<file path="config.mk">
export PLATFORM = sky130hd
export DESIGN_NAME = ceg_ram
export DESIGN_NICKNAME = d
export VERILOG_FILES = /design/src/rtl/ceg_ram.sv
export SDC_FILE = /design/constraint.sdc
export NUM_CORES = 1
export LEC_CHECK = 0
export ABC_AREA = 1
export BUFFER_PORTS_ARGS = -buffer_cell sky130_fd_sc_hd__buf_4
export CORE_UTILIZATION = 25
export CTS_BUF_LIST = sky130_fd_sc_hd__clkbuf_8
export CTS_CLUSTER_SIZE = 28
export DETAILED_ROUTE_END_ITERATION = 8
export GPL_TIMING_DRIVEN = 0
export PLACE_DENSITY = 0.36
export REMOVE_ABC_BUFFERS = 1
export SLEW_MARGIN = 20
export SYNTH_ARGS = -nofsm -noshare
export SYNTH_HDL_FRONTEND = slang
export SYNTH_SLANG_ARGS = --single-unit
export TNS_END_PERCENT = 5
</file>
<file path="constraint.sdc">
create_clock -name clk -period 6.2 [get_ports clk]
set_clock_uncertainty 0.2 [all_clocks]
set_input_delay 0.62 -clock clk [delete_from_list [all_inputs] [get_ports clk]]
set_output_delay 0.62 -clock clk [all_outputs]
set_load 0.02 [all_outputs]
</file>
<file path="src/rtl/ceg_ram.sv">
// Particle store: one write port, one read port, registered read data.
`timescale 1ns / 1ps
`default_nettype none
module ceg_ram #(
  parameter int WIDTH = 96,
  parameter int DEPTH = 16,
  localparam int AW = (DEPTH > 1) ? $clog2(DEPTH) : 1
) (
  input  logic             clk,
  input  logic             we,
  input  logic [AW-1:0]    waddr,
  input  logic [WIDTH-1:0] wdata,
  input  logic [AW-1:0]    raddr,
  output logic [WIDTH-1:0] rdata
);
  logic [WIDTH-1:0] mem [DEPTH];

  always_ff @(posedge clk) begin
    if (we) begin
      mem[waddr] <= wdata;
    end
  end

  always_ff @(posedge clk) begin
    rdata <= mem[raddr];
  end
endmodule
`default_nettype wire

</file>
-- Yosys cells after proc, flatten, opt, wreduce, memory -nomap -nowiden
Memories as Yosys holds them, arrays and structs flattened. A register that Yosys moved wholly into a read port is not among the register bits.
Cells that the tools add are included.
W data, S select, Z words.
- word-level logic and storage cells: 3
- register bits: 0
- RAM bits: 1536
- memories kept: 1
- output and inout port bits: 96
- mux-type cells: 2
- memory list (name ; words ; bits a word ; read ports ; clocked after Yosys merged registers in ; write ports ; RTL line ; source):
    mem ; 16 ; 96 ; 1 ; 1 ; 1 ; 16 ; logic [WIDTH-1:0] mem [DEPTH];
- operators by type and width (kind ; number):
    $mux W1 ; 2

-- Depth between registers and ports, before layout
- depth after elaboration: 2
- depth in mapped cells: 10
- depth with buffers taken out: 7

-- Least setup slack after synthesis
OpenSTA, ideal clock, no wires.
- path kind: input to register
- from: input waddr[2]
- to: memory mem[10][0] (enable)
- path buffers: 0
- setup time: 0.552 ns
- path slack: 0.615 ns
- arrival time: 4.833 ns
- cell stages on the path: 2
- cell sequence: nand3b_1 -> nor2_1
- RTL lines (item ; RTL line ; source):
    start, declared ; 11 ; input logic [AW-1:0] waddr,
    end, declared ; 16 ;
Straight into the memory's write port.

==> flow_summary.yaml <==
run_status:
  outcome: "completed"
synthesis:
  synth-simple-area-share_pct: 19.86
  syn_area_per_cell_um2: 10.73
  ys_warn_count: 0
  synth_compound_area_share_pct: 0
  muxShareOfSynthArea_pct: 0
  synthAdderAreaFrac_pct: 0
  yosysUniqueCellTypes: 15
  seq_area_frac_synth_pct: 71.03
  synth_top_family_by_area: "simple AND/OR/NAND/NOR gates"
  ys_ff_latch: 1632
  netlist_instances: 6302
  netlist_area_um2: 67640
  synth-xor-area-share_pct: 0
sta:
  relSlewSlack_pct: 47.18
  worst_pin_slew_ps: 790.5
  fin_ws_ps: 2068
  slew_viol_final: 0
  finalSetupViolCount: 0
  setup-tns-final_ps: 0
  rsz0062_at_grt: "no"
  period_share_pct: 66.65
  post-route-min-period_ps: 4132
  finalHoldViolations: 0
  max_freq_ghz: 0.2420
  hold_ws_ps: 175.2
cts:
  clk_root_buffer_cell: "clkbuf_8"
  clk_latency_ps: 1020
  cts_tree: "done"
  htree_levels: 5
  cts_buffers: 328
  clock_sinks: 1632
  cts_buffer_depth: 4
  cts.reportedPaths.clkPinSlew_ps: 60
  post-cts-setup-buffer-count: 0
worst_setup_path:
  start_kind: "input pin"
  crit_required_ps: 6910
  worst_setup_path_end_kind: "flop"
  worst-setup-path-type: "in -> reg"
  cp_max_fo: 61
  critPathArrivalTime_ps: 4840
grt:
  grt_usage_pct: 15.25
  grt_pass1_wl_mm: 302.1
  grt_pass1_vias: 43110
  overflow: 0
  grt_start_max_net_pins: 104
  antenna_found_initial: 27
route:
  wl_met2_mm: 102.0
  ant_nets: 0
  wl_per_cell_um: 19.72
  highest_layer: "met5"
  drcViolationCount: 0
  wl_met3_mm: 8.581
  m1WireLength_mm: 93.25
  drt_iter0_drc: 2521
  postRouteWirelength_mm: 208.7
  vias: 43630
  via_per_inst: 4.122
  first_pass_iters: 5
power_and_ir_drop:
  p_total_mw: 24.16
  max-vdd-ir-drop_mv: 0.1740
  power_density_nw_per_um2: 291.2
  p_leak_nw: 34.95
layout:
  syn2layout_area_growth_pct: 22.68
  drive_gt1_share_pct: 10.83
  nNetsFinal: 6895
  final_cells: 10580
  final_common_cell: "nand2_1"
  final_cell_mix: "nand2_1 (2021), edfxtp_1 (1536), inv_1 (1306)"
floorplan:
  die_h_um: 522.2
  core-area_um2: 268400
  rows: 190
  die_area_um2: 272700
  floorplan.initialDensity_pct: 25.20
  fp.dieW_um: 522.2
  ioPinCount: 202
place:
  dp_cells: 9907
  place_congestion: 0.6605
  dp_hpwl_mm: 119.6
  place.port_buffers: 201
  place_ws_ps: 2456
flow_run:
  drv_cap: 0
min_path:
  min_path_type: "in -> reg"
[per-stage QoR]
stage,util (%),cell area (um^2)
2_1_floorplan,-,65830
3_5_place_dp,28.38,76160
6_report,30.92,82980
4_1_cts,30.92,82980
5_1_grt,30.92,82980
3_3_place_gp,26.74,71780
[where the power goes]
group	internal, mW	switching, mW	total (mW)
clock network	5.32	4.66	9.98
registers	12.3	0.0978	12.4
logic	0.578	1.17	1.75
total	18.2	5.93	24.2
[routing by layer]
| metal | global-route usage [%] | vias up |
|---|---|---|
| met5 | 0 | - |
| met1 | 19.62 | 20930 |
| met3 | 2.809 | 374 |
| met2 | 25.99 | 900 |
| li1 | - | 21400 |
| met4 | 4.347 | 20 |
[kinds of logic (layout without fill, tap and decap cells)]
kind of cell / count (synthesis) / in the layout
buf+inv: 1477 / 2203
simple gates: 3193 / 3193
flops: 1632 / 1632
other cells: 0 / 3
[final cells by class]
cell class,count,area [um^2]
Antenna cell,3,7.507
Clock buffer,347,4776
Clock inverter,222,997.2
Fill cell,27200,185400
Inverter,1158,4374
Multi-Input combinational cell,3193,13560
Sequential cell,1632,48050
Tap cell,3552,4444
Timing Repair Buffer,476,6784
[Yosys cell counts, drive strengths merged]
library cell,count,area (um^2)
buf,250,1557
nand2,2021,7586
dfxtp,96,1922
nand3,1153,5771
clkbuf,69,259.0
clkinv,1,3.750
inv,1157,4343
nand3b,2,15.01
edfxtp,1536,46120
nor2,17,63.81
[flip-flops by register name, summed over array words and instances, names as in the netlist]
register	flops
rdata	96
mem	1536
[critical path, cell delays in order]
cell and delay [ps]:
dlygate4sd3_1 590, buf_8 330, buf_16 320, buf_16 280, buf_16 300, inv_8 210
buf_16 290, buf_16 260, nand3_1 130, nand3_1 80, nand3_1 100, dlygate4sd3_1 550
nand2_1 40, dlygate4sd3_1 540
[timing repair]
action / in CTS / in global routing
gates resized for setup: 0 / 0
hold buffers: 104 / 0
endpoints found under the hold margin: 1572 / 0
[worst paths after layout]
kind	cells after the start	slack, ps	from	end
max reg2reg	8	4000	mem[14][57]	rdata[57]
min	3	180	waddr[1]	mem[10][87]
min reg2reg	6	450	mem[10][41]	rdata[41]
max	14	2070	raddr[1]	rdata[73]
(Power assumes the default switching activity.)
