--- config.mk ---
export PLATFORM = sky130hd
export DESIGN_NAME = ceg_sqrt
export DESIGN_NICKNAME = d
export VERILOG_FILES = /design/src/rtl/ceg_pkg.sv /design/src/rtl/ceg_sqrt.sv
export SDC_FILE = /design/constraint.sdc
export NUM_CORES = 1
export LEC_CHECK = 0
export BUFFER_PORTS_ARGS = -buffer_cell sky130_fd_sc_hd__buf_4
export CORE_ASPECT_RATIO = 1.1
export CORE_MARGIN = 10
export CORE_UTILIZATION = 50
export DETAILED_ROUTE_END_ITERATION = 10
export HOLD_SLACK_MARGIN = 0.15
export PLACE_DENSITY = 0.71
export SETUP_SLACK_MARGIN = 0.5
export SYNTH_ARGS = -nofsm -noshare
export SYNTH_HDL_FRONTEND = slang
export SYNTH_SLANG_ARGS = --single-unit
export TNS_END_PERCENT = 100
--- constraint.sdc ---
create_clock -name clk -period 10.6 [get_ports clk]
set_input_delay 1.59 -clock clk [delete_from_list [all_inputs] [get_ports clk]]
set_output_delay 1.59 -clock clk [all_outputs]
set_load 0.01 [all_outputs]
--- src/rtl/ceg_pkg.sv ---
// Shared types, widths and arithmetic helpers for the Coulomb energy/gradient block.
`timescale 1ns / 1ps
`default_nettype none
package ceg_pkg;

  localparam int POS_W  = 32;            // Q16.16 coordinate
  localparam int CHG_W  = 7;             // integer nuclear charge
  localparam int FUNC_W = 2;
  localparam int IDX_W  = 4;             // electron index on a result word
  localparam int ACC_W  = 64;            // Q32.32 result
  localparam int DIFF_W = POS_W + 1;     // exact coordinate difference
  localparam int SQ_W   = 2 * POS_W + 2; // sum of three squares
  localparam int ROOT_W = SQ_W / 2;      // floor square root in Q16.16
  localparam int DIV_W  = 88;            // widest dividend is 87 bits: 39-bit numerator shifted by 48
  localparam int Q_SH   = 48;            // numerator scale for the first division
  localparam int B_SH   = 16;            // rescale before the second division

  localparam logic signed [ACC_W-1:0] ACC_MAX = {1'b0, {(ACC_W-1){1'b1}}};
  localparam logic signed [ACC_W-1:0] ACC_MIN = {1'b1, {(ACC_W-1){1'b0}}};

  typedef enum logic [FUNC_W-1:0] {
    FN_CLEAR    = 2'd0,
    FN_NUCLEUS  = 2'd1,
    FN_ELECTRON = 2'd2,
    FN_COMPUTE  = 2'd3
  } func_t;

  typedef enum logic [3:0] {
    ST_IDLE,
    ST_OUTER,
    ST_RDA,
    ST_LDA,
    ST_CHKB,
    ST_LDB,
    ST_SQ,
    ST_ROOT,
    ST_ROOTW,
    ST_DIV,
    ST_DIVW,
    ST_NEXTJ,
    ST_ENDI,
    ST_EMIT
  } st_t;

  // gradient: electron vs nuclei, electron vs electrons; energy: three pair sets
  typedef enum logic [2:0] {
    PS_GN,
    PS_GE,
    PS_NN,
    PS_EN,
    PS_EE
  } pass_t;

  typedef enum logic [1:0] {
    DS_A,
    DS_B,
    DS_C
  } dstep_t;

  typedef struct packed {
    logic                    ovf;
    logic signed [ACC_W-1:0] sum;
  } sadd_t;

  function automatic sadd_t sat_add(input logic signed [ACC_W-1:0] a,
                                    input logic signed [ACC_W-1:0] b);
    logic signed [ACC_W:0] s;
    sadd_t r;
    s = {a[ACC_W-1], a} + {b[ACC_W-1], b};
    if (s[ACC_W] != s[ACC_W-1]) begin
      r.ovf = 1'b1;
      r.sum = s[ACC_W] ? ACC_MIN : ACC_MAX;
    end else begin
      r.ovf = 1'b0;
      r.sum = s[ACC_W-1:0];
    end
    return r;
  endfunction

  function automatic logic [POS_W-1:0] abs_diff(input logic signed [DIFF_W-1:0] v);
    logic signed [DIFF_W-1:0] m;
    m = v[DIFF_W-1] ? -v : v;
    return m[POS_W-1:0];
  endfunction

endpackage
`default_nettype wire

--- src/rtl/ceg_sqrt.sv ---
// Floor square root of the squared distance, one result bit per cycle.
`timescale 1ns / 1ps
`default_nettype none
module ceg_sqrt (
  input  logic                        clk,
  input  logic                        rst,
  input  logic                        start,
  input  logic [ceg_pkg::SQ_W-1:0]    radicand,
  output logic                        done,
  output logic [ceg_pkg::ROOT_W-1:0]  root
);
  import ceg_pkg::*;
  localparam int CW = $clog2(ROOT_W + 1);

  logic [SQ_W-1:0]   rad;
  logic [ROOT_W+2:0] rem;
  logic [ROOT_W+2:0] rem2;
  logic [ROOT_W+2:0] test;
  logic [CW-1:0]     cnt;
  logic              busy;
  logic              ge;

  assign rem2 = {rem[ROOT_W:0], rad[SQ_W-1 -: 2]};
  assign test = {1'b0, root, 2'b01};
  assign ge   = rem2 >= test;

  always_ff @(posedge clk) begin
    if (rst) begin
      busy <= 1'b0;
      done <= 1'b0;
    end else begin
      done <= 1'b0;
      if (start) begin
        rad  <= radicand;
        rem  <= '0;
        root <= '0;
        cnt  <= '0;
        busy <= 1'b1;
      end else if (busy) begin
        rad  <= rad << 2;
        rem  <= ge ? (rem2 - test) : rem2;
        root <= {root[ROOT_W-2:0], ge};
        cnt  <= cnt + CW'(1);
        if (cnt == CW'(ROOT_W - 1)) begin
          busy <= 1'b0;
          done <= 1'b1;
        end
      end
    end
  end
endmodule
`default_nettype wire

Yosys cells after proc, flatten, opt, wreduce, memory -nomap -nowiden
Cells that the tools add are included.
{ "totals": {"out_inout_bits": 34, "romBits": 0, "mem_bits_rw": 0, "memories": 0, "ff_bits": 141, "latchBits": 0, "wordCells": 25, "inputBits": 69} }
{ "op_classes": {"order_cmp": 1, "reduce_logical": 3, "n_bitwise": 2, "n_div": 0, "addsub": 2, "muxes": 10, "mul": 0, "n_eq_ne": 1, "shifts": 0} }
{ "op_table": {"columns": ["op", "count"], "rows": [
  ["2-to-1 mux 66 bit", 2],
  ["2-to-1 mux 34 bit", 2],
  ["greater-or-equal comparator 36 x 35 -> 1 bit", 1],
  ["subtractor 34 bit", 1],
  ["2-to-1 mux 33 bit", 1],
  ["adder 6 x 1 -> 6 bit (second input constant)", 1],
  ["== test 6 bit (second input constant)", 1],
  ["2-to-1 mux 6 bit", 1],
  ["2-to-1 mux 1 bit", 4],
  ["OR reduction 3 bit", 1],
  ["NOT 1 bit", 2],
  ["AND reduction 2 bit", 1],
  ["nonzero test 2 bit", 1]
]} }

Logic depth before layout (Yosys ltp)
Gate-level depths: netlist of the first run.
{ "logic_depth": {"word_depth": 4, "mapped_depth": 14, "ltp_nobuf": 11} }

Worst setup path before layout of the first run
Ideal clock, no wire load.
{ "synth_path": {"path_kind": "input port to flip-flop", "from": "input start", "to": "register cnt[0], enable pin", "n_path_buf": 2, "cell_stages": 4, "arrival_ns": 7.986, "setup_time_ns": 0.640, "setup_slack_ns": 1.975, "required_time_ns": 9.960, "path_cell_list": "clkbuf_1 clkbuf_1 nor2_1 nor2_1"} }
{ "synth_between": {"elab_chain_len": 2} }
{ "synth_lines": {"columns": ["element", "line", "source"], "rows": [
  ["from (decl)", "ceg_sqrt.sv:7", "input logic start,"],
  ["nonzero test 2 bit (no source line)", null, null],
  ["AND reduction 2 bit (no source line)", null, null],
  ["to (signal assigned)", "ceg_sqrt.sv:43", "cnt <= cnt + CW'(1);"],
  ["to (decl)", "ceg_sqrt.sv:19", "logic [CW-1:0] cnt;"]
]} }
Every way passes these cells.
A chain may end at the register's enable or synchronous reset.

Worst setup path after layout of the first run
{ "layout_path": {"from": "input start", "to": "register rem[21], enable pin"} }
{ "layout_between": {"elab_chain_len": 2} }
{ "layout_lines": {"columns": ["element", "line", "source"], "rows": [
  ["nonzero test 2 bit (no source line)", null, null],
  ["AND reduction 2 bit (no source line)", null, null],
  ["to (signal assigned)", "ceg_sqrt.sv:41", "rem <= ge ? (rem2 - test) : rem2;"],
  ["to (decl)", "ceg_sqrt.sv:16", "logic [ROOT_W+2:0] rem;"]
]} }
Every way passes these cells.

==> results.yml, run 1 <==
status:
  status: "complete, no violations"
job:
  maxCapViolCount: 0
logic_synthesis:
  syn_inst: 627
  seq_area_frac_synth_pct: 55.3
  synthDistinctLibCells: 52
  yosysWarningCount: 0
  synth_seq_cells: 141
  syn_area_mm2: 0.00762
  synth_edf_count: 139
  avgSynthCellArea_um2: 12.2
  syn-num-nets: 733
  synthFlopType: "edfxtp_1"
  synthArstFlopShare_pct: 0
cells_and_area:
  register_area_mm2: 0.00421
  fin_nets: 831
  drive_above_1_share_pct: 27.8
  area_growth_syn_to_layout_pct: 19.8
  num-fill-cells: 1236
  antennaDiodeCount: 0
  final_area_mm2: 0.00913
  multi_input_area_mm2: 0.00315
timing:
  rsz0062_at_grt: "false"
  timing.final.crit_share_pct: 36.0
  fin_skew_ps: 7.92
  drv_slew: 0
  fmax_mhz: 262
  final-setup-viol-count: 0
  fin_tns_setup_ps: 0
  hold_viol_final: 0
  slew_headroom_pct: 30.2
  fin_crit_ps: 3820
  worst-slew-pin-transition_ps: 1050
power_and_ir_drop:
  power_density_mw_per_mm2: 175
  leakage_nw: 3.70
  vdd_ir_drop_max_uv: 105
clock_network:
  cts_max_level: 4
  numCtsBuffers: 17
  cts_resized: 0
  clkTransAtPathRegs_ps: 60
  cts_sinks: 141
  clock_latency_ps: 420
  postCtsHoldBufs: 0
  clk_path_buf_depth: 2
  cts-root-buf: "clkbuf_16"
  cts_tree: "yes"
  cts_setup_buffers: 0
global_routing:
  grt_pass1_wl_um: 25700
  antenna_found_initial: 0
  grt_max_degree: 97
  gr-total-overflow: 0
  grt_pass1_vias: 5330
  grtUsageTotal_pct: 15.6
die:
  die_w_um: 138
  die_area_mm2: 0.0206
  dieHeight_um: 150
  initial_utilization_pct: 50.8
  core-area_mm2: 0.0150
  io_pins: 103
  rows: 47
drt:
  drt-pass1-iter-count: 4
  wl_um: 15600
  drc: 0
  vias: 5089
  wl_per_cell_um: 16.7
  detail-route-antenna-nets: 0
  drt-vias-per-instance: 5.45
  dr.first_iter.drc_count: 440
worst_setup_path:
  cpLargestDelayFamily: "buffers and inverters"
  cp_data_arrival_time_ps: 3870
  crit_fanout: 84
  required_ps: 10660
  crit_path_frequent_cell: "buf_4"
  path_buf_inv: 3
  crit_chain: "buf_4 > nor2_1 > nor2_4 > buf_4 > buf_4"
  crit_path_end_kind: "flip-flop"
  crit_slowest_cell: "buf_4"
  crit_type: "input pin to flip-flop"
  cp_slowest_stage_delay_ps: 800
  worstSetupStartpointType: "input pin"
placement:
  gp_congestion: 0.876
  placed_area_mm2: 0.00856
  portBuffers: 102
  hpwl_um: 10900
hold_path:
  min_path_type: "flip-flop to flip-flop"
-- worst paths after layout --
path / from / end / cells after the start / slack, ps
setup / recovery: start / rem[21] / 5 / 6780
hold / removal: busy / done / 1 / 480
setup reg to reg: root[9] / rem[27] / 11 / 6810
hold reg to reg: busy / done / 1 / 480
-- metrics by stage --
step	std cells	utilization [%]	hold WS, ps	setup WS (ps)	total power, mW
6_report	934	60.9	479	6780	1.60
5_1_grt	934	60.9	499	6550	1.68
4_1_cts	934	60.9	481	6740	1.61
3_5_place_dp	902	57.1	473	6270	1.02
3_3_place_gp	902	57.1	466	6330	1.02
2_1_floorplan	627	-	454	1970	0.943
-- state kept, by name, summed over array words and instances (netlist names) --
name	flops
cnt	6
busy	1
rad	66
done	1
root	33
rem	34
-- layer usage --
metal  vias up  share of wire (%)  GRT usage, %
met5         -                  0             0
met4         0                1.3          4.75
met3        19                9.8          7.58
met2       139                 47          24.2
met1      2436                 42          18.6
li1       2495                  -             -
-- worst reg2reg max path, delay by kind of cell, from the launching register on --
family	cells	cell delay [ps]
DFF	1	350
muxes	1	300
AOI/OAI and AO/OA	5	1710
adders and majority gates	1	380
and+or+nand+nor	2	230
buffers and inverters	2	550
-- synthesized netlist by cell type, drive strengths merged (3+ instances only) --
master | n | area [um2]
a211o | 4 | 35.0
a21oi | 29 | 145
a211oi | 4 | 30.0
nand4 | 8 | 50.1
o21ai | 17 | 88.8
a21o | 19 | 143
o21a | 3 | 22.5
a31oi | 4 | 31.3
mux2 | 64 | 721
buf | 7 | 51.3
nor3 | 8 | 40.0
edfxtp | 139 | 4170
xor2 | 13 | 114
nand2b | 3 | 18.8
nand3 | 7 | 35.0
clkbuf | 20 | 75.1
o211ai | 5 | 37.5
and3 | 9 | 56.3
nand2 | 18 | 67.6
and2 | 7 | 43.8
xnor2 | 19 | 166
o21bai | 4 | 30.0
mux2i | 26 | 260
nand3b | 4 | 30.0
nor2 | 81 | 304
inv | 41 | 154
nor2b | 5 | 31.3
a21boi | 4 | 30.0
ha | 37 | 463
-- layout by cell type (no fill, tap or decap), types with 5 or more instances in the layout --
master,instances
nor2b_1,5
nor3_1,8
edfxtp_1,139
a21oi_1,29
a21o_1,19
clkinvlp_4,5
mux2i_1,26
buf_4,106
clkbuf_16,17
nand3_1,7
inv_1,40
and3_1,9
xnor2_1,19
o21ai_0,13
ha_1,37
mux2_2,64
and2_1,7
nand4_1,8
nand2_1,18
nor2_1,80
xor2_1,13
o211ai_1,5
-- cells by family (layout without fill, tap and decap cells) --
kind of cell | after synthesis | in the layout | share of synthesized area (%)
flops | 141 | 141 | 55.3
buf+inv | 68 | 179 | 3.68
compound gates | 105 | 105 | 9.19
mux | 90 | 90 | 12.9
fa+ha+maj | 37 | 37 | 6.07
simple gates | 154 | 154 | 9.26
xor+xnor | 32 | 32 | 3.68
-- area by class of cell --
class / count / share of cell area, %
clock buffer: 19 / 4.74
clock inverter: 13 / 1.55
tap: 196 / 2.69
multi-input combinational: 418 / 34.5
inverter: 41 / 1.69
timing repair buffer: 106 / 8.71
sequential: 141 / 46.1
-- report_power, final --
part,switching [mW],internal (mW),total (mW)
sequential,0.0185,0.671,0.689
clock,0.237,0.347,0.584
combinational,0.175,0.149,0.325
total,0.431,1.17,1.60
No activity file was read; power rests on OpenSTA's default activity.
==> inputs of run 2 (changes only) <==
- clock period: 10.6 -> 3.8 ns (I/O delays scaled with it)
==> results.yml, run 2 (same netlist as run 1, synthesis figures left out) <==
timing:
  timing.final.crit_share_pct: 80.0
  hold_slack_ps: 343
  worst_slack_ps: 762
  worst-slew-pin-transition_ps: 579
  fin_skew_ps: 12.3
  hold_viol_final: 0
  slew_headroom_pct: 61.4
  fin_tns_setup_ps: 0
  rsz0062_at_grt: "false"
  fmax_mhz: 329
  final-setup-viol-count: 0
  fin_crit_ps: 3040
  drv_slew: 0
die:
  dieHeight_um: 150
  initial_utilization_pct: 50.8
  core-area_mm2: 0.0150
  rows: 47
  die_area_mm2: 0.0206
  die_w_um: 138
  io_pins: 103
global_routing:
  antenna_found_initial: 0
  grt_use_met2_pct: 23.9
  grt_pass1_wl_um: 26000
  grt-busiest-layer: "met2"
  grtUsageTotal_pct: 15.8
  use_met1_pct: 19.4
  grt_max_degree: 101
  grt_pass1_vias: 5295
  met3_usage_pct: 7.51
  gr-total-overflow: 0
power_and_ir_drop:
  power_mw: 4.50
  leakage_nw: 3.73
  power.clock.fraction_pct: 37.1
  switching_power_mw: 1.23
  vdd_ir_drop_max_uv: 302
  p_int_mw: 3.27
  power_density_mw_per_mm2: 489
  combPwrFrac_pct: 20.2
  seqPwrFrac_pct: 42.7
  p_sw_share_pct: 27.4
worst_setup_path:
  crit_fanout: 20
  required_ps: 3960
  r2r_cells: 12
  crit_path_end_kind: "flip-flop"
  cp_data_arrival_time_ps: 3200
  worstSetupStartpointType: "flip-flop"
  crit_type: "flip-flop to flip-flop"
cells_and_area:
  final_common_cell: "edfxtp_1"
  reg_top3: "rad (66), rem (34), root (33)"
  regMostFlops: "rad"
  drive_above_1_share_pct: 28.5
  register_area_mm2: 0.00421
  layout_common_cells: "139 x edfxtp_1, 107 x buf_4, 79 x nor2_1, 64 x mux2_2, 40 x inv_1"
  area_growth_syn_to_layout_pct: 20.7
  largest_register_ff_count: 66
  fin_nets: 834
  final_area_mm2: 0.00920
  antennaDiodeCount: 0
  multi_input_area_mm2: 0.00316
  num-fill-cells: 1219
placement:
  dpl_worst_slack_ps: 751
  gp_congestion: 0.868
  placed_area_mm2: 0.00861
  hpwl_um: 10900
  portBuffers: 102
drt:
  drt-vias-per-instance: 5.42
  drt-pass1-iter-count: 4
  vias: 5076
  wl_um: 15400
  wl_per_cell_um: 16.5
  dr.first_iter.drc_count: 406
  detail-route-antenna-nets: 0
  drc: 0
hold_path:
  min_path_type: "input pin to flip-flop"
  min_path_cells: 2
clock_network:
  cts_setup_buffers: 0
  clkTransAtPathRegs_ps: 60
  cts_sinks: 141
  numCtsBuffers: 17
  cts-root-buf: "clkbuf_16"
  clk_path_buf_depth: 2
  cts_resized: 0
  postCtsHoldBufs: 0
  clock_latency_ps: 420
  cts_max_level: 4
  cts_tree: "yes"
job:
  maxCapViolCount: 0
status:
  status: "complete, no violations"
==> run 2: cell types whose count changed in the layout (fill, tap and decap cells not counted) <==
cell	previous run	this run
clkbuf_1	2	1
buf_4	106	107
clkinv_4	2	1
inv_6	2	4
clkinvlp_4	5	6
clkinv_2	1	0
inv_8	0	1
clkinv_1	1	0
buf_12	0	2
nor2_1	80	79
nor2_4	1	2
==> run 2: power by group through the flow <==
stage	sequential, mW	combinational, mW	clock [mW]
2_1_floorplan	1.95	0.673	0
3_3_place_gp	1.95	0.885	0
3_5_place_dp	1.95	0.907	0
4_1_cts	1.92	0.916	1.70
5_1_grt	1.94	1.02	1.77
6_report	1.92	0.911	1.67
==> run 2: final cells by class <==
type	instances	area share (%)
Inverter	41	1.67
Clock buffer	18	4.66
Multi-Input combinational cell	418	34.3
Timing Repair Buffer	109	9.16
Tap cell	196	2.66
Sequential cell	141	45.8
Clock inverter	14	1.74
==> run 2: layer usage <==
layer | wire [um] | vias up
met5 | 0 | -
met1 | 6600 | 2404
li1 | - | 2505
met2 | 7150 | 148
met4 | 212 | 0
met3 | 1480 | 19
==> run 2: final timing paths <==
path              startpoint     end  slack, ps
setup / recovery    root[21]  rem[6]        760
hold / removal           rst    done        340
setup reg to reg    root[21]  rem[6]        760
hold reg to reg         busy    done        510
==> run 2: metrics by stage <==
stage                     utilization (%)  std cells
after floorplan                         -        627
after global placement               57.4        905
after detailed placement             57.4        905
after CTS                            61.4        937
after global routing                 61.4        937
final                                61.4        937
==> run 2: worst max-delay path, stage by stage, from the launching register on <==
cell,delay (ps)
edfxtp_1,350
inv_1,60
ha_1,420
a21o_1,230
a31o_1,210
a21oi_1,120
nand2b_1,110
a21oi_1,80
a211o_1,310
a41oi_4,220
buf_4,340
mux2i_1,260
nor2_1,60
