File: src/rtl/ceg_pkg.sv
// Shared types, widths and arithmetic helpers for the Coulomb energy/gradient block.
`timescale 1ns / 1ps
`default_nettype none
package ceg_pkg;

  localparam int POS_W  = 32;            // Q16.16 coordinate
  localparam int CHG_W  = 7;             // integer nuclear charge
  localparam int FUNC_W = 2;
  localparam int IDX_W  = 4;             // electron index on a result word
  localparam int ACC_W  = 64;            // Q32.32 result
  localparam int DIFF_W = POS_W + 1;     // exact coordinate difference
  localparam int SQ_W   = 2 * POS_W + 2; // sum of three squares
  localparam int ROOT_W = SQ_W / 2;      // floor square root in Q16.16
  localparam int DIV_W  = 88;            // widest dividend is 87 bits: 39-bit numerator shifted by 48
  localparam int Q_SH   = 48;            // numerator scale for the first division
  localparam int B_SH   = 16;            // rescale before the second division

  localparam logic signed [ACC_W-1:0] ACC_MAX = {1'b0, {(ACC_W-1){1'b1}}};
  localparam logic signed [ACC_W-1:0] ACC_MIN = {1'b1, {(ACC_W-1){1'b0}}};

  typedef enum logic [FUNC_W-1:0] {
    FN_CLEAR    = 2'd0,
    FN_NUCLEUS  = 2'd1,
    FN_ELECTRON = 2'd2,
    FN_COMPUTE  = 2'd3
  } func_t;

  typedef enum logic [3:0] {
    ST_IDLE,
    ST_OUTER,
    ST_RDA,
    ST_LDA,
    ST_CHKB,
    ST_LDB,
    ST_SQ,
    ST_ROOT,
    ST_ROOTW,
    ST_DIV,
    ST_DIVW,
    ST_NEXTJ,
    ST_ENDI,
    ST_EMIT
  } st_t;

  // gradient: electron vs nuclei, electron vs electrons; energy: three pair sets
  typedef enum logic [2:0] {
    PS_GN,
    PS_GE,
    PS_NN,
    PS_EN,
    PS_EE
  } pass_t;

  typedef enum logic [1:0] {
    DS_A,
    DS_B,
    DS_C
  } dstep_t;

  typedef struct packed {
    logic                    ovf;
    logic signed [ACC_W-1:0] sum;
  } sadd_t;

  function automatic sadd_t sat_add(input logic signed [ACC_W-1:0] a,
                                    input logic signed [ACC_W-1:0] b);
    logic signed [ACC_W:0] s;
    sadd_t r;
    s = {a[ACC_W-1], a} + {b[ACC_W-1], b};
    if (s[ACC_W] != s[ACC_W-1]) begin
      r.ovf = 1'b1;
      r.sum = s[ACC_W] ? ACC_MIN : ACC_MAX;
    end else begin
      r.ovf = 1'b0;
      r.sum = s[ACC_W-1:0];
    end
    return r;
  endfunction

  function automatic logic [POS_W-1:0] abs_diff(input logic signed [DIFF_W-1:0] v);
    logic signed [DIFF_W-1:0] m;
    m = v[DIFF_W-1] ? -v : v;
    return m[POS_W-1:0];
  endfunction

endpackage
`default_nettype wire

File: src/rtl/ceg_div.sv
// Restoring divider by the distance, one quotient bit per cycle.
`timescale 1ns / 1ps
`default_nettype none
module ceg_div (
  input  logic                        clk,
  input  logic                        rst,
  input  logic                        start,
  input  logic [ceg_pkg::DIV_W-1:0]   dividend,
  input  logic [ceg_pkg::ROOT_W-1:0]  divisor,
  output logic                        done,
  output logic [ceg_pkg::DIV_W-1:0]   quot
);
  import ceg_pkg::*;
  localparam int CW = $clog2(DIV_W + 1);

  logic [ROOT_W-1:0] dvs;
  logic [ROOT_W-1:0] rem;
  logic [ROOT_W:0]   r2;
  logic [ROOT_W:0]   rdiff;
  logic [CW-1:0]     cnt;
  logic              busy;
  logic              ge;

  assign r2    = {rem, quot[DIV_W-1]};
  assign rdiff = r2 - {1'b0, dvs};
  assign ge    = r2 >= {1'b0, dvs};

  always_ff @(posedge clk) begin
    if (rst) begin
      busy <= 1'b0;
      done <= 1'b0;
    end else begin
      done <= 1'b0;
      if (start) begin
        quot <= dividend;
        dvs  <= divisor;
        rem  <= '0;
        cnt  <= '0;
        busy <= 1'b1;
      end else if (busy) begin
        rem  <= ge ? rdiff[ROOT_W-1:0] : r2[ROOT_W-1:0];
        quot <= {quot[DIV_W-2:0], ge};
        cnt  <= cnt + CW'(1);
        if (cnt == CW'(DIV_W - 1)) begin
          busy <= 1'b0;
          done <= 1'b1;
        end
      end
    end
  end
endmodule
`default_nettype wire

File: config.mk
export PLATFORM = sky130hd
export DESIGN_NAME = ceg_div
export DESIGN_NICKNAME = d
export VERILOG_FILES = /design/src/rtl/ceg_pkg.sv /design/src/rtl/ceg_div.sv
export SDC_FILE = /design/constraint.sdc
export NUM_CORES = 1
export LEC_CHECK = 0
export BUFFER_PORTS_ARGS = -buffer_cell sky130_fd_sc_hd__buf_2
export CORE_MARGIN = 2
export CORE_UTILIZATION = 45
export DETAILED_ROUTE_END_ITERATION = 7
export PLACE_DENSITY = 0.73
export SLEW_MARGIN = 20
export SYNTH_ARGS = -nofsm -noshare
export SYNTH_HDL_FRONTEND = slang
export SYNTH_SLANG_ARGS = --single-unit
File: constraint.sdc
create_clock -name clk -period 9.5 [get_ports clk]
set_input_delay 0.475 -clock clk [delete_from_list [all_inputs] [get_ports clk]]
set_output_delay 0.475 -clock clk [all_outputs]
set_load 0.01 [all_outputs]
# Word-level counts from Yosys, hierarchy flattened
# Cells that the tools add are included.
# classes
mux	9
n_addsub	2
n_eq_ne	1
n_reduce_logical	4
magnitude_cmp	1
n_bitwise	2
# op_table
operator	n
88-bit 2-to-1 mux	2
33-bit 2-to-1 mux	2
34-bit by 33-bit >= comparator with 1-bit output	1
33-bit subtractor	1
7-bit by 1-bit adder with 7-bit output, second input constant	1
7-bit equality test, second input constant	1
7-bit 2-to-1 mux	1
1-bit 2-to-1 mux	4
2-bit AND reduction	2
3-bit OR reduction	1
1-bit NOT	2
2-bit nonzero test	1
# word_totals
out_inout_bits	89
regBits	163
wordCells	25
in_bits	124

# Logic depth before layout (Yosys ltp)
# Gate-level depths: netlist (run 1).
# logic_depth
word_depth	4
mapped_depth	15
ltp_nobuf	13

# Least setup slack after synthesis (run 1)
# OpenSTA, ideal clock, no wires.
# synth_timing
kind	input to register
start	in start
end	reg cnt[0], enable pin
path_slack_ns	2.737
setup_time_ns	0.618
n_path_buf	1
required_ns	8.882
cell_stages	3
arrival_time_ns	6.146
path_cell_list	clkbuf_1 -> nor2_1 -> nor2_1
# synth_via
elab_chain_len	2
# synth_lines
item	line	rtl
from (decl)	ceg_div.sv:7	input logic start,
2-bit nonzero test (no line)	n/a	
2-bit AND reduction (no line)	n/a	
to (signal assigned)	ceg_div.sv:43	cnt <= cnt + CW'(1);
to (decl)	ceg_div.sv:20	logic [CW-1:0] cnt;
# Every way passes these cells.
# A chain may end at the register's enable or synchronous reset.

# Worst setup path after layout (run 1)
# layout_timing
start	reg quot[87] (netlist bit)
end	reg rem[0], data pin
# layout_via
elab_chain_len	3
word_cells_on_any_way	4
classes_between	add/sub (1); order compare (1); mux (2)
# layout_lines
item	line	rtl
from (decl)	ceg_div.sv:11	output logic [ceg_pkg::DIV_W-1:0] quot
from (signal assigned)	ceg_div.sv:35	quot <= dividend;
from (signal assigned)	ceg_div.sv:42	quot <= {quot[DIV_W-2:0], ge};
33-bit subtractor or 34-bit by 33-bit >= comparator with 1-bit output (tied branches)	ceg_div.sv:25, ceg_div.sv:26	
33-bit 2-to-1 mux *	ceg_div.sv:41	rem <= ge ? rdiff[ROOT_W-1:0] : r2[ROOT_W-1:0];
33-bit 2-to-1 mux *	ceg_div.sv:40	end else if (busy) begin
to (signal assigned)	ceg_div.sv:41	
to (decl)	ceg_div.sv:17	logic [ROOT_W-1:0] rem;
# Every way passes the cells marked *; elsewhere a longest branch is shown, timed or not. The select of a mux whose other input is x is not followed.

==> flow_metrics.tcl, run 1 <==
set metrics [dict create \
    cts_setup_buffers 0 \
    synth_area_per_cell_um2 12.92 \
    synth_cell_types 60 \
    fillCellCount 1582 \
    ys.warnings.count 0 \
    critical_path_peak_fanout 35 \
    die_area_um2 20270 \
    grt_max_degree 93 \
    worstSetupPathType "reg2reg" \
    netlist_instances 667 \
    pwr-share-comb_pct 21.0 \
    post-dp-hpwl_um 13630 \
    rsz0062_at_grt "no" \
    p_sw_share_pct 29.23 \
    final_util_pct 55.71 \
    dp.cells 1091 \
    cts_max_path_buffers 2 \
    via_per_inst 5.259 \
    slew_viol_final 0 \
    p_leak_nw 4.347 \
    ant_nets 0 \
    required_ns 9.77 \
    ioPinCount 213 \
    irDropWorstVdd_v 0.0001124 \
    wire_per_inst_um 17.07 \
    coreArea_um2 18770 \
    synth-seq-area-share_pct 56.59 \
    min-delay-start "divisor[9]" \
    syn_area_um2 8615 \
    synth_top_area_share_pct 56.12 \
    place_area_um2 9862 \
    p_per_area_nw_per_um2 188.7 \
    hold_viol 0 \
    drtIter0Drc 324 \
    finalNonFillerCells 1124 \
    finalWorstSetupSlack_ns 6.005 \
    post_cts_resized 0 \
    hold_depth 1 \
    worst_pin_slew_ns 0.9823 \
    postCtsHoldBufs 0 \
    insertion_delay_ns 0.43 \
    synth_seq_cells 163 \
    whs_ns 0.2117 \
    grt_pass1_wl_um 30710 \
    post-synth-top-count-cell "edfxtp_1" \
    dieWidth_um 142.4 \
    p_clk_share_pct 33.9 \
    reg2reg_slack_ns 6.00 \
    drive_above_1_share_pct 39.93 \
    hold_class "in2reg" \
    synth_area_leader_cell "edfxtp_1" \
    maxCapViolCount 0 \
    cts.clk_slew.worst_paths_ns 0.07 \
    grt_util_all_layers_pct 19.49 \
    critPathArrivalTime_ns 3.76 \
    multi_input_area_um2 3443 \
    cts_root_buf "clkbuf_16" \
    totalWireLength_um 19190 \
    grt_pass1_vias 6144 \
    synth-main-ff-cell "edfxtp_1" \
    setup_tns_ns 0 \
    syn-num-nets 826 \
    async_flop_share_pct 0 \
    synth.area.top_cells "edfxtp_1 56%, mux2_2 12%, ha_1 4.9%" \
    register_area_um2 4875 \
    antenna_found_initial 3 \
    status "finished clean" \
    fp-row-count 50 \
    p_int_mw 1.397 \
    maxSlewHeadroom_pct 34.36 \
    setup_viol 0 \
    cts_htree_levels 4 \
    via_count 5911 \
    route.detailed.drc 0 \
    finalCritPeriodShare_pct 36.79 \
    fin_nets 1036 \
    io_buffers 212 \
    r2r-end "rem[0]" \
    fin_crit_ns 3.495 \
    area_growth_pct 21.38 \
    p_switching_mw 0.5768 \
    synthTopCellsByCount "161 x edfxtp_1, 88 x mux2_2, 55 x nor2_1" \
    overflow 0 \
    power_mw 1.974 \
    pre_cts_ws_ns 5.698 \
    cts_buffers 17 \
    p_seq_share_pct 45.1 \
    first_pass_iters 4 \
    cts_sinks 163 \
    crit_path_end_kind "flip-flop" \
    finClkSkew_ns 0.01057 \
    synth_edf_count 161 \
    crit_path_start_kind "flip-flop" \
    fmax_mhz 286.1 \
    ff2ff_path_depth 14 \
    cts_tree "yes" \
    gp_congestion 0.7895 \
    whs_endpoint "dvs[9]" \
    crit-reg2reg-launch "quot[87]" \
    fin_area_um2 10460 \
    die_h_um 142.4 \
    start_util_pct 45.90 \
]
critical path, stage by stage, from the launching register on:
cell	delay, ns
edfxtp_1	0.38
inv_1	0.10
ha_1	0.17
inv_1	0.05
fa_1	0.42
a211oi_1	0.28
o21bai_1	0.12
a21oi_2	0.24
o221ai_2	0.20
a311oi_2	0.28
nor2_1	0.14
a21o_1	0.19
buf_4	0.30
and2_1	0.26
a211oi_2	0.19
worst max path at each step:
stage	start	to	slack, ns	cells after the start
floorplan	start	cnt[0]	2.74	3
global placement	start	quot[23]	5.80	4
finish	quot[87]	rem[0]	6.00	14
detailed placement	start	quot[21]	5.70	4
global route	quot[87]	rem[30]	5.73	14
CTS	quot[87]	rem[0]	6.01	14
per-layer routing:
metal / share of wire, % / wire length (µm) / vias up / GRT usage [%]
met4: 2.1 / 408 / 2 / 7.035
met3: 6.5 / 1238 / 28 / 6.528
met2: 48 / 9298 / 161 / 32.01
met5: 0.036 / 7 / - / 0
met1: 43 / 8240 / 2803 / 24.06
li1: - / - / 2917 / -
state kept, by name, summed over array words and instances, names as in the netlist:
name	flops
busy	1
cnt	7
done	1
dvs	33
quot	88
rem	33
power groups by stage:
stage | Clock (mW) | Combinational, mW | Sequential, mW
finish | 0.670 | 0.415 | 0.889
detailed placement | 0 | 0.414 | 0.904
CTS | 0.686 | 0.415 | 0.890
global placement | 0 | 0.407 | 0.904
floorplan | 0 | 0.298 | 0.915
global route | 0.705 | 0.464 | 0.896
placed cells by master, fill, tap and decap left out, types with 15 or more instances in the layout:
| master | count |
|---|---|
| buf_2 | 211 |
| mux2_2 | 88 |
| nand2_1 | 27 |
| clkbuf_16 | 17 |
| o21ai_0 | 17 |
| xnor2_1 | 17 |
| nor2_1 | 53 |
| inv_1 | 44 |
| ha_1 | 34 |
| mux2i_1 | 27 |
| edfxtp_1 | 161 |
| a21oi_1 | 33 |
| xor2_1 | 15 |
kinds of logic after synthesis:
kind of cell             count (synthesis)  synth area share (%)
AO/OA/AOI/OAI                          112                 8.715
XOR/XNOR                                32                 3.253
adder cells (fa/ha/maj)                 35                 5.171
buffers and inverters                   69                 3.616
flip-flops                             163                 56.59
multiplexers                           115                 14.64
AND/OR/NAND/NOR                        141                 8.018
final cells by class:
class	count	area share, %
clock inverters	14	1.364
diodes	1	0.02393
well taps	234	2.800
flip-flops and latches	163	46.62
repair buffers	216	10.61
inverters	44	1.580
clock buffers	17	4.068
multi-input cells	435	32.93
Note: power is estimated with default switching activity, not from simulation.
==> run 2: changes to the inputs <==
==> constraint.sdc (replaced) <==
create_clock -name clk -period 3.4 [get_ports clk]
set_input_delay 0.17 -clock clk [delete_from_list [all_inputs] [get_ports clk]]
set_output_delay 0.17 -clock clk [all_outputs]
set_load 0.01 [all_outputs]
==> run 2 against run 1 <==
Compared with the run above: routed wire length grew 6.7%; clock power rose to 2.8 times the previous value; count of clock-buffer cells in the layout is the same; flip-flop and latch count unchanged; via count rose by 4.7%; design area is 5.0% higher; non-clock buffer count grew 47; highest routed layer unchanged.
==> flow_metrics.tcl, run 2 (synthesis gave the netlist of run 1 again) <==
set metrics [dict create \
    status "finished clean" \
    crit-reg2reg-launch "quot[87]" \
    p_int_mw 3.980 \
    whs_ns 0.02908 \
    finalNonFillerCells 1171 \
    required_ns 3.66 \
    ff2ff_path_depth 14 \
    grt_util_all_layers_pct 20.17 \
    fin_nets 1083 \
    irDropWorstVdd_v 0.0003594 \
    cts_tree "yes" \
    pwr-share-comb_pct 22.4 \
    io_buffers 212 \
    post-dp-hpwl_um 14670 \
    worst_pin_slew_ns 0.8458 \
    p_per_area_nw_per_um2 513.5 \
    dp.cells 1098 \
    slew_viol_final 0 \
    crit_path_start_kind "flip-flop" \
    cts_htree_levels 4 \
    cts_sinks 163 \
    slowest_stage "fa_2" \
    use_met1_pct 24.08 \
    critical_path_peak_fanout 6 \
    cts_root_buf "clkbuf_16" \
    fp-row-count 50 \
    grt_pass1_vias 6247 \
    worstSetupPathType "reg2reg" \
    cpMostUsedCell "a211oi_2" \
    hold_class "in2reg" \
    drive_above_1_share_pct 39.91 \
    max_stage_delay_ns 0.41 \
    finClkSkew_ns 0.01388 \
    ioPinCount 213 \
    start_util_pct 45.90 \
    p_clk_share_pct 33.5 \
    p_leak_nw 4.570 \
    regMostFlops "quot" \
    die_h_um 142.4 \
    critPathArrivalTime_ns 3.57 \
    cp_cell_sequence "inv_2, ha_2, inv_1, fa_2, a211oi_2, o21bai_1, a21oi_2, o221ai_4, a311oi_2, nor2_2, a21o_4, buf_4, and2_1, a211oi_2" \
    antenna_found_initial 2 \
    first_pass_iters 4 \
    hold_viol 0 \
    route.detailed.drc 0 \
    cts_buffers 17 \
    area_growth_pct 27.44 \
    p_switching_mw 1.657 \
    p_sw_share_pct 29.39 \
    reg2reg_slack_ns 0.1 \
    totalWireLength_um 20480 \
    pre_cts_ws_ns 0.001511 \
    maxSlewHeadroom_pct 43.61 \
    use_met3_pct 6.662 \
    coreArea_um2 18770 \
    setup_viol 0 \
    diodes 0 \
    ant_nets 0 \
    setup_tns_ns 0 \
    gp_congestion 0.8289 \
    wire_per_inst_um 17.49 \
    grt_pass1_wl_um 31680 \
    reg.largest.list "quot x88, dvs x33, rem x33" \
    crit_path_end_kind "flip-flop" \
    drtIter0Drc 393 \
    fmax_mhz 302.9 \
    via_count 6190 \
    via_per_inst 5.286 \
    largest_reg_flops 88 \
    startpoint "quot[87]" \
    cts_max_path_buffers 2 \
    fin_crit_ns 3.302 \
    final_cell_mix "211 x buf_2, 161 x edfxtp_1, 88 x mux2_2, 52 x nor2_1, 43 x inv_1" \
    maxCapViolCount 0 \
    cts.clk_slew.worst_paths_ns 0.08 \
    p_seq_share_pct 44.1 \
    finalCritPeriodShare_pct 97.11 \
    crit_end "rem[0]" \
    insertion_delay_ns 0.44 \
    grt.busiest_layer "met2" \
    final_common_cell "buf_2" \
    die_area_um2 20270 \
    overflow 0 \
    finalWorstSetupSlack_ns 0.09834 \
    use_met2_pct 34.66 \
    grt_max_degree 74 \
    r2r-end "rem[0]" \
    dieWidth_um 142.4 \
]
==> run 2: cell type report <==
| type | instances | area [µm²] |
|---|---|---|
| Clock inverter | 15 | 167.7 |
| Timing Repair Buffer | 263 | 1578 |
| Fill cell | 1578 | 7790 |
| Clock buffer | 17 | 425.4 |
| Sequential cell | 163 | 4875 |
| Tap cell | 234 | 292.8 |
| Multi-Input combinational cell | 435 | 3475 |
| Inverter | 44 | 165.2 |
==> run 2: worst max-delay path, delay by kind of cell (launching register included) <==
kind	cells	cell delay [ns]
flip-flops	1	0.40
AO/OA/AOI/OAI	7	1.56
AND/OR/NAND/NOR	2	0.28
adder cells (fa/ha/maj)	2	0.59
buffers and inverters	3	0.30
==> run 2: how the worst min path moves through the flow <==
stage / slack [ns] / end / cells past startpoint / start
after floorplan: 0.25 / done / 1 / rst
after global placement: 0.35 / dvs[27] / 1 / divisor[27]
after detailed placement: 0.35 / dvs[17] / 1 / divisor[17]
after CTS: 0.02 / quot[58] / 2 / dividend[58]
after global routing: 0.01 / quot[57] / 2 / dividend[57]
final: 0.03 / quot[54] / 2 / dividend[54]
==> run 2: power by group through the flow <==
stage,Combinational [mW],Clock [mW],Sequential [mW]
floorplan,0.832,0,2.55
global placement,1.16,0,2.52
detailed placement,1.18,0,2.52
CTS,1.22,1.93,2.48
global route,1.40,2.00,2.50
finish,1.26,1.89,2.48
==> run 2: metrics by stage <==
stage	cell area (µm²)	total power, mW	util [%]
after global placement	9940	3.682	52.96
after global routing	10980	5.899	58.49
after floorplan	8622	3.378	-
final	10980	5.637	58.49
after CTS	10870	5.631	57.94
after detailed placement	9940	3.706	52.96
==> run 2: repair_timing <==
action                                  in CTS  in global routing
pin swaps                                    0                  8
setup buffers                                0                  6
cloned                                       0                  1
hold endpoints to repair                    34                  0
resized for setup                            1                  8
hold buffers                                34                  0
endpoints found under the setup margin       2                 30
==> run 2: metal layers <==
layer,routed length (µm),part of all wire (%)
met5,27,0.13
met1,8305,41
met4,360,1.8
met3,1390,6.8
met2,10390,51
